### config.mk
export PLATFORM = sky130hd
export DESIGN_NAME = band_antenna_selector
export DESIGN_NICKNAME = d
export VERILOG_FILES = /design/src/rtl/bas_pkg.sv /design/src/rtl/bas_ram.sv /design/src/rtl/band_antenna_selector.sv
export SDC_FILE = /design/constraint.sdc
export NUM_CORES = 2
export LEC_CHECK = 0
export ABC_AREA = 1
export BUFFER_PORTS_ARGS = -buffer_cell sky130_fd_sc_hd__buf_2
export CAP_MARGIN = 0
export CORE_MARGIN = 2
export CORE_UTILIZATION = 40
export CTS_CLUSTER_DIAMETER = 50
export DETAILED_ROUTE_END_ITERATION = 12
export GPL_ROUTABILITY_DRIVEN = 0
export HOLD_SLACK_MARGIN = 0.05
export PLACE_DENSITY = 0.6
export SYNTH_ARGS = -nofsm -noshare
export SYNTH_HDL_FRONTEND = slang
export SYNTH_SLANG_ARGS = --single-unit
export TNS_END_PERCENT = 10
### constraint.sdc
create_clock -name clock -period 12.06 [get_ports clock]
set_input_delay 3.618 -clock clock [delete_from_list [all_inputs] [get_ports clock]]
set_output_delay 3.618 -clock clock [all_outputs]
set_load 0.01 [all_outputs]
### src/rtl/bas_pkg.sv
// ----------------------------------------------------------------------------
// Band antenna selector package
// Shared widths, command and register codes, the band table entry layout and
// the sequencer state type.
// ----------------------------------------------------------------------------
package bas_pkg;

   localparam int FREQ_W      = 32;
   localparam int RELAY_W     = 5;
   localparam int PORT_W      = 4;
   localparam int MASK_BITS   = 8;
   localparam int BAND_W      = 4;
   localparam int KIND_W      = 2;
   localparam int BANDS_CFG_W = 5;
   localparam int PORTS_CFG_W = 4;
   localparam int CSR_INDEX_W = 4;
   localparam int CSR_DATA_W  = 8;

   localparam logic [KIND_W-1:0] KIND_FREQ  = 2'd0;
   localparam logic [KIND_W-1:0] KIND_RELAY = 2'd1;
   localparam logic [KIND_W-1:0] KIND_LOAD  = 2'd2;

   localparam logic [CSR_INDEX_W-1:0] CSR_AUTO_MODE     = 4'd0;
   localparam logic [CSR_INDEX_W-1:0] CSR_BANDS_IN_USE  = 4'd1;
   localparam logic [CSR_INDEX_W-1:0] CSR_PORTS_IN_USE  = 4'd2;
   localparam logic [CSR_INDEX_W-1:0] CSR_SINGLE_A_MODE = 4'd3;

   typedef struct packed {
      logic [FREQ_W-1:0]    low_freq;
      logic [FREQ_W-1:0]    high_freq;
      logic [MASK_BITS-1:0] port_mask;
      logic [PORT_W-1:0]    preferred;
   } bas_entry_type;

   localparam int ENTRY_W = $bits(bas_entry_type);

   typedef enum logic [1:0] {
      ST_IDLE,
      ST_SCAN,
      ST_PICK
   } bas_state_type;

endpackage

### src/rtl/bas_ram.sv
// ----------------------------------------------------------------------------
// Band antenna selector RAM
// Generic simple dual-port RAM with one write port and one read port whose
// data is registered and held while no read is requested.
// ----------------------------------------------------------------------------
module bas_ram #(
   parameter int WIDTH = 8,
   parameter int DEPTH = 32
) (
   input  logic                     clock,
   input  logic                     wr_en,
   input  logic [$clog2(DEPTH)-1:0] wr_addr,
   input  logic [WIDTH-1:0]         wr_data,
   input  logic                     rd_en,
   input  logic [$clog2(DEPTH)-1:0] rd_addr,
   output logic [WIDTH-1:0]         rd_data
);

   logic [WIDTH-1:0] ram_ff [DEPTH];
   logic [WIDTH-1:0] rd_data_ff;

   always_ff @(posedge clock) begin
      if (wr_en) begin
         ram_ff[wr_addr] <= wr_data;
      end
      if (rd_en) begin
         rd_data_ff <= ram_ff[rd_addr];
      end
   end

   assign rd_data = rd_data_ff;

endmodule

### src/rtl/band_antenna_selector.sv
// ----------------------------------------------------------------------------
// Band antenna selector
// Band decoder for two radios: picks antenna relays from a band table held in
// one RAM, takes manual relay commands and loads band entries.
// ----------------------------------------------------------------------------
// Every accepted command gives exactly one result beat on the rsp_ ports in the
// cycle after its work ends, and the receiver cannot stall it. Band loads,
// invalid or dropped relay commands, relay OFF commands, unknown command kinds
// and frequency updates with auto mode off finish at once: the result comes
// the cycle after start. A frequency update in auto mode and a relay ON
// command search the band table one entry per cycle through the RAM read port,
// over at most the lesser of bands_in_use and MAX_BANDS entries. busy stays
// high until the result is issued, and a new command may start in the cycle
// that carries the result. After reset the valid bits are cleared, but they
// only mask the preferred port; unloaded ranges and port masks are still used.
module band_antenna_selector #(
   parameter int MAX_BANDS         = 16,
   parameter int PORT_COUNT        = 8,
   parameter int RELAYS_EACH_RADIO = 8,
   parameter int RELAY_TOTAL       = 16
) (
   input  logic                              clock,
   input  logic                              reset,
   input  logic                              start,
   output logic                              busy,
   input  logic [bas_pkg::KIND_W-1:0]        req_kind,
   input  logic [bas_pkg::FREQ_W-1:0]        req_frequency,
   input  logic [bas_pkg::RELAY_W-1:0]       req_relay_number,
   input  logic                              req_relay_on,
   input  logic                              req_entry_radio,
   input  logic [bas_pkg::BAND_W-1:0]        req_entry_band,
   input  logic [bas_pkg::FREQ_W-1:0]        req_entry_low_freq,
   input  logic [bas_pkg::FREQ_W-1:0]        req_entry_high_freq,
   input  logic [bas_pkg::MASK_BITS-1:0]     req_entry_port_mask,
   input  logic [bas_pkg::PORT_W-1:0]        req_entry_preferred,
   output logic                              rsp_valid,
   output logic                              rsp_drive,
   output logic [bas_pkg::RELAY_W-1:0]       rsp_out_relay,
   output logic                              rsp_out_radio,
   output logic                              rsp_out_on,
   output logic                              rsp_band_known,
   output logic [bas_pkg::BAND_W-1:0]        rsp_match_band,
   output logic                              rsp_status,
   input  logic                              csr_valid,
   output logic                              csr_ready,
   input  logic [bas_pkg::CSR_INDEX_W-1:0]   csr_index,
   input  logic [bas_pkg::CSR_DATA_W-1:0]    csr_data
);

   localparam int DEPTH = 2 * MAX_BANDS;
   localparam int AW    = $clog2(DEPTH);
   localparam int BCW   = $clog2(MAX_BANDS + 1);

   bas_pkg::bas_state_type state_ff, state_in;

   logic                              auto_ff;
   logic [bas_pkg::BANDS_CFG_W-1:0]   bands_ff;
   logic [bas_pkg::PORTS_CFG_W-1:0]   ports_ff;
   logic                              single_ff;

   logic [BCW-1:0]                    issue_cnt_ff, issue_cnt_in;
   logic [BCW-1:0]                    chk_band_ff, chk_band_in;
   logic                              pend_ff, pend_in;
   logic                              ent_valid_ff;
   logic [DEPTH-1:0]                  vld_ff;

   logic                              manual_ff;
   logic                              radio_ff;
   logic [bas_pkg::RELAY_W-1:0]       relay_ff;
   logic [bas_pkg::FREQ_W-1:0]        freq_ff;

   logic                              rsp_valid_ff, rsp_valid_in;
   logic                              rsp_drive_ff, rsp_drive_in;
   logic [bas_pkg::RELAY_W-1:0]       rsp_relay_ff, rsp_relay_in;
   logic                              rsp_radio_ff, rsp_radio_in;
   logic                              rsp_on_ff, rsp_on_in;
   logic                              rsp_known_ff, rsp_known_in;
   logic [bas_pkg::BAND_W-1:0]        rsp_band_ff, rsp_band_in;
   logic                              rsp_status_ff, rsp_status_in;

   logic                              accept;
   logic [BCW-1:0]                    n_eff;
   logic                              req_radio;
   logic                              req_relay_bad;
   logic                              req_blocked;
   logic                              load_fits;
   logic [AW-1:0]                     load_addr;
   logic [AW-1:0]                     scan_addr;
   logic [AW-1:0]                     hit_addr;

   logic                              rd_en;
   logic                              wr_en;
   logic [AW-1:0]                     wr_addr;
   bas_pkg::bas_entry_type            wr_entry;
   bas_pkg::bas_entry_type            load_entry;
   logic [bas_pkg::ENTRY_W-1:0]       rd_data;
   bas_pkg::bas_entry_type            rd_entry;
   logic                              hit;

   logic [bas_pkg::MASK_BITS-1:0]     allowed;
   logic [bas_pkg::PORT_W-1:0]        pref_eff;
   logic                              pref_ok;
   logic [bas_pkg::PORT_W-1:0]        low_port;
   logic [bas_pkg::PORT_W-1:0]        target;
   logic                              relay_ok;

   bas_ram #(
      .WIDTH (bas_pkg::ENTRY_W),
      .DEPTH (DEPTH)
   ) u_table (
      .clock   (clock),
      .wr_en   (wr_en),
      .wr_addr (wr_addr),
      .wr_data (wr_entry),
      .rd_en   (rd_en),
      .rd_addr (scan_addr),
      .rd_data (rd_data)
   );

   assign rd_entry  = bas_pkg::bas_entry_type'(rd_data);
   assign accept    = start && (state_ff == bas_pkg::ST_IDLE);
   assign busy      = (state_ff != bas_pkg::ST_IDLE);
   assign csr_ready = 1'b1;

   assign n_eff = (int'(bands_ff) > MAX_BANDS) ? BCW'(MAX_BANDS) : BCW'(bands_ff);

   assign req_radio     = (int'(req_relay_number) > RELAYS_EACH_RADIO);
   assign req_relay_bad = (req_relay_number == '0) || (int'(req_relay_number) > RELAY_TOTAL);
   assign req_blocked   = single_ff && req_radio && req_relay_on;

   assign load_fits = (int'(req_entry_band) < MAX_BANDS);
   assign load_addr = req_entry_radio ? (AW'(MAX_BANDS) + AW'(req_entry_band))
                                      : AW'(req_entry_band);
   assign scan_addr = radio_ff ? (AW'(MAX_BANDS) + AW'(issue_cnt_ff)) : AW'(issue_cnt_ff);
   assign hit_addr  = radio_ff ? (AW'(MAX_BANDS) + AW'(chk_band_ff)) : AW'(chk_band_ff);

   assign load_entry.low_freq  = req_entry_low_freq;
   assign load_entry.high_freq = req_entry_high_freq;
   assign load_entry.port_mask = req_entry_port_mask;
   assign load_entry.preferred = req_entry_preferred;

   assign hit = (freq_ff >= rd_entry.low_freq) && (freq_ff <= rd_entry.high_freq);

   always_comb begin
      allowed  = '0;
      pref_ok  = 1'b0;
      low_port = '0;
      relay_ok = 1'b0;
      pref_eff = ent_valid_ff ? rd_entry.preferred : '0;
      for (int j = 1; j <= bas_pkg::MASK_BITS; j++) begin
         allowed[j-1] = rd_entry.port_mask[j-1] && (j <= int'(ports_ff)) && (j <= PORT_COUNT);
      end
      for (int j = bas_pkg::MASK_BITS; j >= 1; j--) begin
         if (allowed[j-1]) begin
            low_port = bas_pkg::PORT_W'(j);
         end
      end
      for (int j = 1; j <= bas_pkg::MASK_BITS; j++) begin
         if (allowed[j-1] && (int'(pref_eff) == j)) begin
            pref_ok = 1'b1;
         end
         if (allowed[j-1] && (int'(relay_ff) == j)) begin
            relay_ok = 1'b1;
         end
      end
      target = pref_ok ? pref_eff : low_port;
   end

   always_comb begin
      state_in      = state_ff;
      issue_cnt_in  = issue_cnt_ff;
      chk_band_in   = chk_band_ff;
      pend_in       = 1'b0;
      rd_en         = 1'b0;
      wr_en         = 1'b0;
      wr_addr       = load_addr;
      wr_entry      = load_entry;
      rsp_valid_in  = 1'b0;
      rsp_drive_in  = 1'b0;
      rsp_relay_in  = '0;
      rsp_radio_in  = 1'b0;
      rsp_on_in     = 1'b0;
      rsp_known_in  = 1'b0;
      rsp_band_in   = '0;
      rsp_status_in = 1'b0;
      case (state_ff)
         bas_pkg::ST_IDLE: begin
            issue_cnt_in = '0;
            if (start) begin
               case (req_kind)
                  bas_pkg::KIND_FREQ: begin
                     if (auto_ff) begin
                        state_in = bas_pkg::ST_SCAN;
                     end else begin
                        rsp_valid_in = 1'b1;
                     end
                  end
                  bas_pkg::KIND_RELAY: begin
                     if (req_relay_bad) begin
                        rsp_valid_in  = 1'b1;
                        rsp_status_in = 1'b1;
                     end else if (req_blocked) begin
                        rsp_valid_in = 1'b1;
                     end else if (req_relay_on) begin
                        state_in = bas_pkg::ST_SCAN;
                     end else begin
                        rsp_valid_in = 1'b1;
                        rsp_drive_in = 1'b1;
                        rsp_relay_in = req_relay_number;
                        rsp_radio_in = req_radio;
                     end
                  end
                  bas_pkg::KIND_LOAD: begin
                     wr_en        = load_fits;
                     rsp_valid_in = 1'b1;
                  end
                  default: begin
                     rsp_valid_in = 1'b1;
                  end
               endcase
            end
         end
         bas_pkg::ST_SCAN: begin
            rd_en   = (issue_cnt_ff < n_eff) && !(pend_ff && hit);
            pend_in = rd_en;
            if (rd_en) begin
               issue_cnt_in = issue_cnt_ff + BCW'(1);
               chk_band_in  = issue_cnt_ff;
            end
            if (pend_ff && hit) begin
               state_in = bas_pkg::ST_PICK;
            end else if (issue_cnt_ff >= n_eff) begin
               state_in     = bas_pkg::ST_IDLE;
               rsp_valid_in = 1'b1;
               if (manual_ff) begin
                  rsp_drive_in = 1'b1;
                  rsp_relay_in = relay_ff;
                  rsp_radio_in = radio_ff;
                  rsp_on_in    = 1'b1;
               end
            end
         end
         bas_pkg::ST_PICK: begin
            state_in     = bas_pkg::ST_IDLE;
            rsp_valid_in = 1'b1;
            if (manual_ff) begin
               rsp_drive_in       = 1'b1;
               rsp_relay_in       = relay_ff;
               rsp_radio_in       = radio_ff;
               rsp_on_in          = 1'b1;
               wr_en              = relay_ok;
               wr_addr            = hit_addr;
               wr_entry           = rd_entry;
               wr_entry.preferred = bas_pkg::PORT_W'(relay_ff);
            end else if (target != '0) begin
               rsp_drive_in = 1'b1;
               rsp_relay_in = bas_pkg::RELAY_W'(target);
               rsp_on_in    = 1'b1;
               rsp_known_in = 1'b1;
               rsp_band_in  = bas_pkg::BAND_W'(chk_band_ff);
            end
         end
         default: begin
            state_in = bas_pkg::ST_IDLE;
         end
      endcase
   end

   always_ff @(posedge clock) begin
      if (reset) begin
         state_ff     <= bas_pkg::ST_IDLE;
         pend_ff      <= 1'b0;
         issue_cnt_ff <= '0;
         chk_band_ff  <= '0;
         vld_ff       <= '0;
         rsp_valid_ff <= 1'b0;
         auto_ff      <= 1'b1;
         bands_ff     <= '0;
         ports_ff     <= bas_pkg::PORTS_CFG_W'(8);
         single_ff    <= 1'b0;
      end else begin
         state_ff     <= state_in;
         pend_ff      <= pend_in;
         issue_cnt_ff <= issue_cnt_in;
         chk_band_ff  <= chk_band_in;
         rsp_valid_ff <= rsp_valid_in;
         if (wr_en) begin
            vld_ff[wr_addr] <= 1'b1;
         end
         if (csr_valid && csr_ready) begin
            case (csr_index)
               bas_pkg::CSR_AUTO_MODE: begin
                  auto_ff <= csr_data[0];
               end
               bas_pkg::CSR_BANDS_IN_USE: begin
                  bands_ff <= csr_data[bas_pkg::BANDS_CFG_W-1:0];
               end
               bas_pkg::CSR_PORTS_IN_USE: begin
                  ports_ff <= csr_data[bas_pkg::PORTS_CFG_W-1:0];
               end
               bas_pkg::CSR_SINGLE_A_MODE: begin
                  single_ff <= csr_data[0];
               end
               default: begin
               end
            endcase
         end
      end
   end

   always_ff @(posedge clock) begin
      if (accept) begin
         manual_ff <= (req_kind == bas_pkg::KIND_RELAY);
         radio_ff  <= (req_kind == bas_pkg::KIND_RELAY) && req_radio;
         relay_ff  <= req_relay_number;
         freq_ff   <= req_frequency;
      end
      if (rd_en) begin
         ent_valid_ff <= vld_ff[scan_addr];
      end
      rsp_drive_ff  <= rsp_drive_in;
      rsp_relay_ff  <= rsp_relay_in;
      rsp_radio_ff  <= rsp_radio_in;
      rsp_on_ff     <= rsp_on_in;
      rsp_known_ff  <= rsp_known_in;
      rsp_band_ff   <= rsp_band_in;
      rsp_status_ff <= rsp_status_in;
   end

   assign rsp_valid      = rsp_valid_ff;
   assign rsp_drive      = rsp_drive_ff;
   assign rsp_out_relay  = rsp_relay_ff;
   assign rsp_out_radio  = rsp_radio_ff;
   assign rsp_out_on     = rsp_on_ff;
   assign rsp_band_known = rsp_known_ff;
   assign rsp_match_band = rsp_band_ff;
   assign rsp_status     = rsp_status_ff;

endmodule
==> metrics <==
ratio of cells with drive above 1 in the final layout 0.0972; Post-Synthesis Cells 8158; Final Hold Viols 0; antenna violations before repair 11; top_reg_cell synth edfxtp_1; Crit path arrival time 7.35 ns; Cell Chain, Critical Path buf_2 -> inv_1 -> nand3_1 -> nand2_1 -> nand2_1 -> nor2_4 -> buf_4; clock slew at reported path FFs 0.06 ns; min Tclk post-route 6.83 ns; Worst EP required 12.58 ns; Setup CP Type in2reg; antenna viol nets, final 0; Setup TNS 0 ns; Synth cell types 50; I/O pin cnt 154; cts repair resizes 0; fin area 118000 um^2; clock buffer depth 4; CTS sink count 2619; R2R Setup Slk 5.86 ns; Reg-to-Reg Start issue_cnt_ff[0]; Crit path top cell by count nand2_1; Final nets 8403; CP Launch Type input port; root buf cell clkbuf_16; vias in the first global route 65.2k; Slew @ Worst Pin 1.31 ns; CTS H-tree lvls 5; Vias 69.8k; Internal Pwr Total 15.3 mW; core area 259000 um^2; DRC 0; Comb pwr share 0.028; Clock Power Share 0.453; gr ovfl total 0; syn avg cell area 12.8 um^2; Max IR drop VDD 0.125 mV; hold_ws 0.456 ns; slowest CP cell nand2_1; drt initial violations 9085; Post-Synthesis Cell Area 104000 um^2; hold path startpoint single_ff; Area Growth Syn to Fin 13.0%; Die X 515 um; Yosys top cell area share 0.733; buffer count from post-CTS setup fixing 0; Worst setup EP type flip-flop; WL per Instance 26.7 um; Mapped Nets 8369; Rows 187; Max stage delay on crit path 1.03 ns; Skew-Pair Late Insertion Delay 0.95 ns; synth warn 0; drt total wl 315000 um; Net Switching 4.08 mW; Yosys top cell by area edfxtp_1; post-route clock period utilization 0.566; first-pass GRT wire length 452000 um; async set or reset register ratio after synthesis 0; Achievable Freq 0.146 GHz; HPWL after detailed placement 153000 um; Post-synth EDFFs 2548; cell area power density 164 nW/um^2; Global Route Usage Sum 0.231; Hold Crit Class reg2reg; R2R cell count 11; post-synthesis sequential element count 2619; Die Area 265000 um^2; reg2reg end u_table.rd_data[38]; Initial Utilization 0.402; largest net degree at the start of global routing 190; Area contributors post-synth edfxtp_1, o21ai_0, nor2_1; fraction of the yosys area taken by sequential cells 0.747; drt pass-1 iters 7; Finish-stage setup viols 0; synth cell count leaders edfxtp_1, nor2_1, o21ai_0, o22ai_1, nand2_1; run status finished clean; top-count cell post-synth edfxtp_1; RSZ-0062 raised after global routing no; cts bufs inserted 303; Max Cap Violations 0; Worst Skew 0.0613 ns; sequential share of power 0.519; switching part of the total 0.211; die height 515 um; CTS Hold Bufs 0; CTS tree done; Vias per Instance 5.91; Hold EP single_ff; Max Slew Vio Count 0; relative slew slack 0.129; port bufs 149; leakage 39.4 nW; Worst Path Max Fanout 39; Hold Path Depth 2; placed cell areas 108000 um^2
worst max-delay path: cells and delay by family:
family        cells  cell delay (ns)
simple gates      4             2.57
buf+inv           3             1.10
placed cells by master (no fill, tap or decap), types with 6 or more instances in the layout:
cell / count
inv_1: 156
inv_8: 10
clkinv_4: 9
edfxtp_1: 2548
o21ai_0: 1403
clkbuf_16: 312
buf_12: 14
a21oi_1: 141
nand4_1: 13
a31oi_1: 17
clkinv_1: 57
a32o_1: 7
o21ai_1: 144
nor2_1: 1547
o21ai_2: 31
clkinvlp_4: 14
bufinv_16: 19
o31ai_1: 22
buf_4: 130
o221ai_1: 59
clkbuf_1: 47
or2_2: 13
buf_2: 149
o32ai_1: 6
o22ai_1: 646
clkinv_2: 45
dfxtp_1: 67
ha_1: 74
nand3_1: 74
nand2_1: 530
inv_2: 6
o211ai_1: 12
inv_6: 38
nor2_4: 10
power by group through the flow:
stage	Sequential, mW	Clock (mW)	Combinational, mW
2_1_floorplan	10.2	0	0.305
3_3_place_gp	10.2	0	0.531
3_5_place_dp	10.2	0	0.544
4_1_cts	10.1	8.86	0.546
5_1_grt	10.1	9.20	0.599
6_report	10.1	8.78	0.551
registers in the layout (all words and copies together), names as in the netlist, 2 cells and up:
register,cells
u_table.ram_ff,2432
freq_ff,32
ports_ff,4
chk_band_ff,5
vld_ff,32
relay_ff,5
issue_cnt_ff,5
bands_ff,5
rsp_out_relay,5
rsp_match_band,4
state_ff,2
u_table.rd_data,76
worst max path at each step:
stage	from	endpoint	slack (ns)	cells after the start
2_1_floorplan	start	u_table.ram_ff[24][0]	0.84	6
3_3_place_gp	req_kind[0]	u_table.ram_ff[13][43]	4.37	7
3_5_place_dp	req_kind[0]	u_table.ram_ff[13][43]	4.37	7
4_1_cts	req_kind[0]	u_table.ram_ff[13][47]	5.34	7
5_1_grt	req_kind[0]	u_table.ram_ff[13][47]	5.09	7
6_report	req_kind[0]	u_table.ram_ff[13][47]	5.23	7
per-layer routing:
layer  routed length [um]  vias up  GRT usage
li1                     -    30244          -
met1               132000    35347      0.332
met2               144000     3675      0.359
met3                31100      569     0.0404
met4                 9100        0     0.0702
met5                    0        -          0
logic make-up after synthesis:
group           share of synthesized area
flops                               0.747
compound gates                      0.132
simple gates                       0.0814
buf+inv                            0.0307
fa+ha+maj                         0.00887
xor+xnor                         0.000252
other cells                     0.0000359
metrics by stage:
| stage | power (mW) | setup slack, ns | utilization | instances |
|---|---|---|---|---|
| after floorplan | 10.5 | 0.837 | - | 8158 |
| after global routing | 19.9 | 5.09 | 0.454 | 11815 |
| after global placement | 10.8 | 4.37 | 0.418 | 11289 |
| after CTS | 19.5 | 5.34 | 0.454 | 11814 |
| final | 19.4 | 5.23 | 0.454 | 11818 |
| after detailed placement | 10.8 | 4.37 | 0.418 | 11289 |
final cells by class:
type,instances,area (um^2)
Antenna cell,4,10.0
Clock buffer,360,8000
Clock inverter,165,1410
Fill cell,22839,142000
Inverter,191,868
Multi-Input combinational cell,4784,23400
Sequential cell,2619,77900
Tap cell,3402,4260
Timing Repair Buffer,293,2000
Note: power is estimated with default switching activity, not from simulation.
